--- config.mk ---
export PLATFORM = sky130hd
export DESIGN_NAME = dmri_hash
export DESIGN_NICKNAME = d
export VERILOG_FILES = /design/src/design/dmri_pkg.sv /design/src/design/dmri_hash.sv
export SDC_FILE = /design/constraint.sdc
export NUM_CORES = 1
export LEC_CHECK = 0
export ABC_AREA = 1
export BUFFER_PORTS_ARGS = -buffer_cell sky130_fd_sc_hd__buf_2
export CORE_AREA = 2 2 39 41
export DETAILED_ROUTE_END_ITERATION = 8
export DIE_AREA = 0 0 41 43
export GPL_ROUTABILITY_DRIVEN = 1
export GPL_TIMING_DRIVEN = 0
export SETUP_SLACK_MARGIN = 0.02
export SLEW_MARGIN = 20
export SYNTH_ARGS = -nofsm -noshare
export SYNTH_HDL_FRONTEND = slang
export SYNTH_SLANG_ARGS = --single-unit
export TNS_END_PERCENT = 30
--- constraint.sdc ---
create_clock -name clk -period 1.35 [get_ports clk]
set_input_delay 0.135 -clock clk [delete_from_list [all_inputs] [get_ports clk]]
set_output_delay 0.135 -clock clk [all_outputs]
set_load 0.05 [all_outputs]
--- src/design/dmri_pkg.sv ---
// Shared types and codes for the direct-mapped record index.
// Used by dmri_hash, direct_mapped_record_index_core and dmri_checker.
`default_nettype none

package dmri_pkg;

  localparam int KEY_W    = 16;
  localparam int TYPE_W   = 8;
  localparam int CAP_W    = 16;
  localparam int KIND_W   = 2;
  localparam int STATUS_W = 3;
  localparam int POS_W    = 7;

  localparam logic [KIND_W-1:0] KIND_ADD    = 2'd0;
  localparam logic [KIND_W-1:0] KIND_SEARCH = 2'd1;
  localparam logic [KIND_W-1:0] KIND_DELETE = 2'd2;

  localparam logic [STATUS_W-1:0] ST_ADDED      = 3'd0;
  localparam logic [STATUS_W-1:0] ST_FULL       = 3'd1;
  localparam logic [STATUS_W-1:0] ST_FOUND      = 3'd2;
  localparam logic [STATUS_W-1:0] ST_NOT_FOUND  = 3'd3;
  localparam logic [STATUS_W-1:0] ST_DELETED    = 3'd4;
  localparam logic [STATUS_W-1:0] ST_DEL_ABSENT = 3'd5;

  typedef struct packed {
    logic [KIND_W-1:0] kind;
    logic [KEY_W-1:0]  key;
    logic [TYPE_W-1:0] type_code;
    logic [CAP_W-1:0]  capacity;
  } req_t;

  typedef struct packed {
    logic [STATUS_W-1:0] status;
    logic [POS_W-1:0]    position;
    logic [KEY_W-1:0]    found_key;
    logic [TYPE_W-1:0]   found_type;
    logic [CAP_W-1:0]    found_capacity;
  } rsp_t;

endpackage

`default_nettype wire

--- src/design/dmri_hash.sv ---
// Key mod SLOTS unit: reciprocal multiply for the quotient, then a back-subtract.
// Depends on dmri_pkg for the key width.
`default_nettype none

module dmri_hash #(
  parameter int SLOTS = 16
) (
  input  wire logic                          clk,
  input  wire logic                          rst,
  input  wire logic                          start,
  input  wire logic [dmri_pkg::KEY_W-1:0]    key,
  output logic                               done,
  output logic [$clog2(SLOTS)-1:0]           slot
);

  localparam int SW  = $clog2(SLOTS);
  localparam int KW  = dmri_pkg::KEY_W;
  localparam int SH  = KW + SW;
  localparam int MW  = KW + 1;
  localparam int PRW = KW + MW;
  // ceil(2^SH / SLOTS): the shifted product is the exact quotient for every key
  localparam logic [MW-1:0] RECIP = MW'(((1 << SH) + SLOTS - 1) / SLOTS);

  logic           busy;
  logic           calc;
  logic [KW-1:0]  kreg;
  logic [PRW-1:0] prod;
  logic [KW-1:0]  quot;
  logic [KW-1:0]  back;

  always_comb begin
    prod = PRW'(kreg) * PRW'(RECIP);
    back = quot * KW'(SLOTS);
  end

  // start -> quotient -> remainder, done with the remainder in place
  always_ff @(posedge clk) begin
    if (rst) begin
      busy <= 1'b0;
      calc <= 1'b0;
      done <= 1'b0;
    end else begin
      busy <= start;
      calc <= busy;
      done <= calc;
    end
  end

  always_ff @(posedge clk) begin
    if (start) begin
      kreg <= key;
    end
    if (busy) begin
      quot <= KW'(prod >> SH);
    end
    if (calc) begin
      slot <= SW'(kreg - back);
    end
  end

endmodule

`default_nettype wire

==> metrics.txt <==
Detail Route Antenna Nets 0; Net Sw Frac 0.197; crit path cell chain buf_2; Slew Limit Fails 0; PortBufs 11; DRT iter0 DRCs 0; total wire length 381 µm; minimum clock period 0.970 ns; crit path launch type register; final design area excluding fillers 424 µm²; post-cts resize count 0; Setup TNS 0 ns; Worst-Skew Late Latency 0.26 ns; maximum clock path buffer count 2; skew final 0.00283 ns; Final Hold Fails 0; Worst setup EP type output port; initial antenna violation count 0; Die Wd 41 µm; die area 0.00176 mm²; syn avg cell area 19.0 µm²; Worst slew margin 0.836; CTS tree yes; Int Pwr 506 µW; Initial Util 0.233; placed insts 44; vias 173; GPL Wtd Cong 0.601; flops & latches, synth 11; share of layout cells above drive strength 1 0.438; Worst path top cell family by delay flip-flops; largest net degree at the start of global routing 7; Max Cap Viol 0; # clock sinks 11; RSZ-0062 raised after global routing no; first-pass GRT wire length 614 µm; CP bufs+invs 1; DRC Markers 0; critical path data arrival time 0.84 ns; vias in the first global route 156; row cnt 14; CP max-delay cell edfxtp_1; sequential share of power 0.615; Area Growth Syn to Fin 31.4%; drt pass-1 iters 1; Peak VDD IR 0.497 mV; worst hold margin 0.0493 ns; Achievable Freq 1.03 GHz; clock transition at the registers of the reported paths 0.06 ns; cell count after synthesis 17; sequential-to-total area share from yosys stat 0.930; status finished clean; Comb pwr share 0.053; Setup CP Type reg2out; die height 43 µm; Final Non-Filler Cells 48; Yosys cell types 4; GRT overflow 0; drt wl/cell 7.94 µm; Req. time, crit path 1.22 ns; diodes inserted 0; synthesized area 323 µm²; Max stage delay on crit path 0.32 ns; Post-CTS Setup Inserts 0; Final nets 52; Clock power frac 0.332; vias per cell 3.60; GRT Util Overall 0.0571; pwr dens 1480 mW/mm²; Worst-Margin Slew 0.248 ns; clk root buf clkbuf_4; final setup fails 0; Leak 0.176 nW; htree depth 1; placed cell area 398 µm²; # IOs 24; CTS buffer count 3; Final period util 0.719; net count after synthesis 36; core area 0.00138 mm²; CP Max Fanout 1; Hold-fix buffers, CTS 0; Psw 124 µW; Hold Path Class in2reg; Yosys Warn Count 0; DP HPWL 295 µm
## final cells by class
type | count | area [µm²]
repair buffers | 11 | 55.1
multi-input cells | 3 | 11.3
fillers | 145 | 960
flip-flops and latches | 11 | 300
clock buffers | 4 | 26.3
well taps | 16 | 20.0
inverters | 3 | 11.3
## worst paths after layout
check                           cells past startpoint  slack [ns]       to     from
worst min register to register                      2        0.41     calc     busy
worst min-delay path                                1        0.05  kreg[2]   key[2]
worst max register to register                      0        0.63  slot[1]     calc
worst max-delay path                                1        0.38  slot[2]  slot[2]
## synth_stat cells (all sizes together)
cell    instances  share of area
inv             3          0.035
dfxtp           3           0.19
nor2            3          0.035
edfxtp          8           0.74
## cell families after synthesis
logic type | Yosys count | share of synthesized area
buf+inv | 3 | 0.0349
flops | 11 | 0.930
simple gates | 3 | 0.0349
## sequential cells by signal, summed over array words and instances, names as in the netlist
signal and count:
slot 4, kreg 4, done 1, calc 1
busy 1
## power groups by stage
stage	sequential (mW)	combinational (mW)	clock, mW
after floorplan	0.409	0.00267	0
after global placement	0.394	0.0338	0
after detailed placement	0.395	0.0339	0
after CTS	0.387	0.0339	0.222
after global routing	0.388	0.0363	0.238
final	0.387	0.0335	0.209
## cell usage in the layout, fill, tap and decap left out
| cell | synthesis | layout |
|---|---|---|
| clkbuf_1 | 0 | 1 |
| clkbuf_4 | 0 | 3 |
| dfxtp_1 | 3 | 3 |
| edfxtp_1 | 8 | 8 |
| buf_2 | 0 | 11 |
| nor2_1 | 3 | 3 |
| inv_1 | 3 | 3 |
## through the flow
step / util / total power, mW / setup slack [ns]
2_1_floorplan: - / 0.412 / 0.614
3_3_place_gp: 0.288 / 0.428 / 0.636
4_1_cts: 0.307 / 0.643 / 0.357
6_report: 0.307 / 0.630 / 0.380
3_5_place_dp: 0.288 / 0.429 / 0.625
5_1_grt: 0.307 / 0.663 / 0.337
## metal layers
| layer | wire length [µm] | up-vias | track usage |
|---|---|---|---|
| li1 | - | 87 | - |
| met1 | 168 | 74 | 0.0608 |
| met2 | 159 | 12 | 0.0688 |
| met3 | 53 | 0 | 0.0524 |
| met4 | 0 | 0 | 0.0400 |
| met5 | 0 | - | 0 |
No activity file was read; power rests on OpenSTA's default activity.
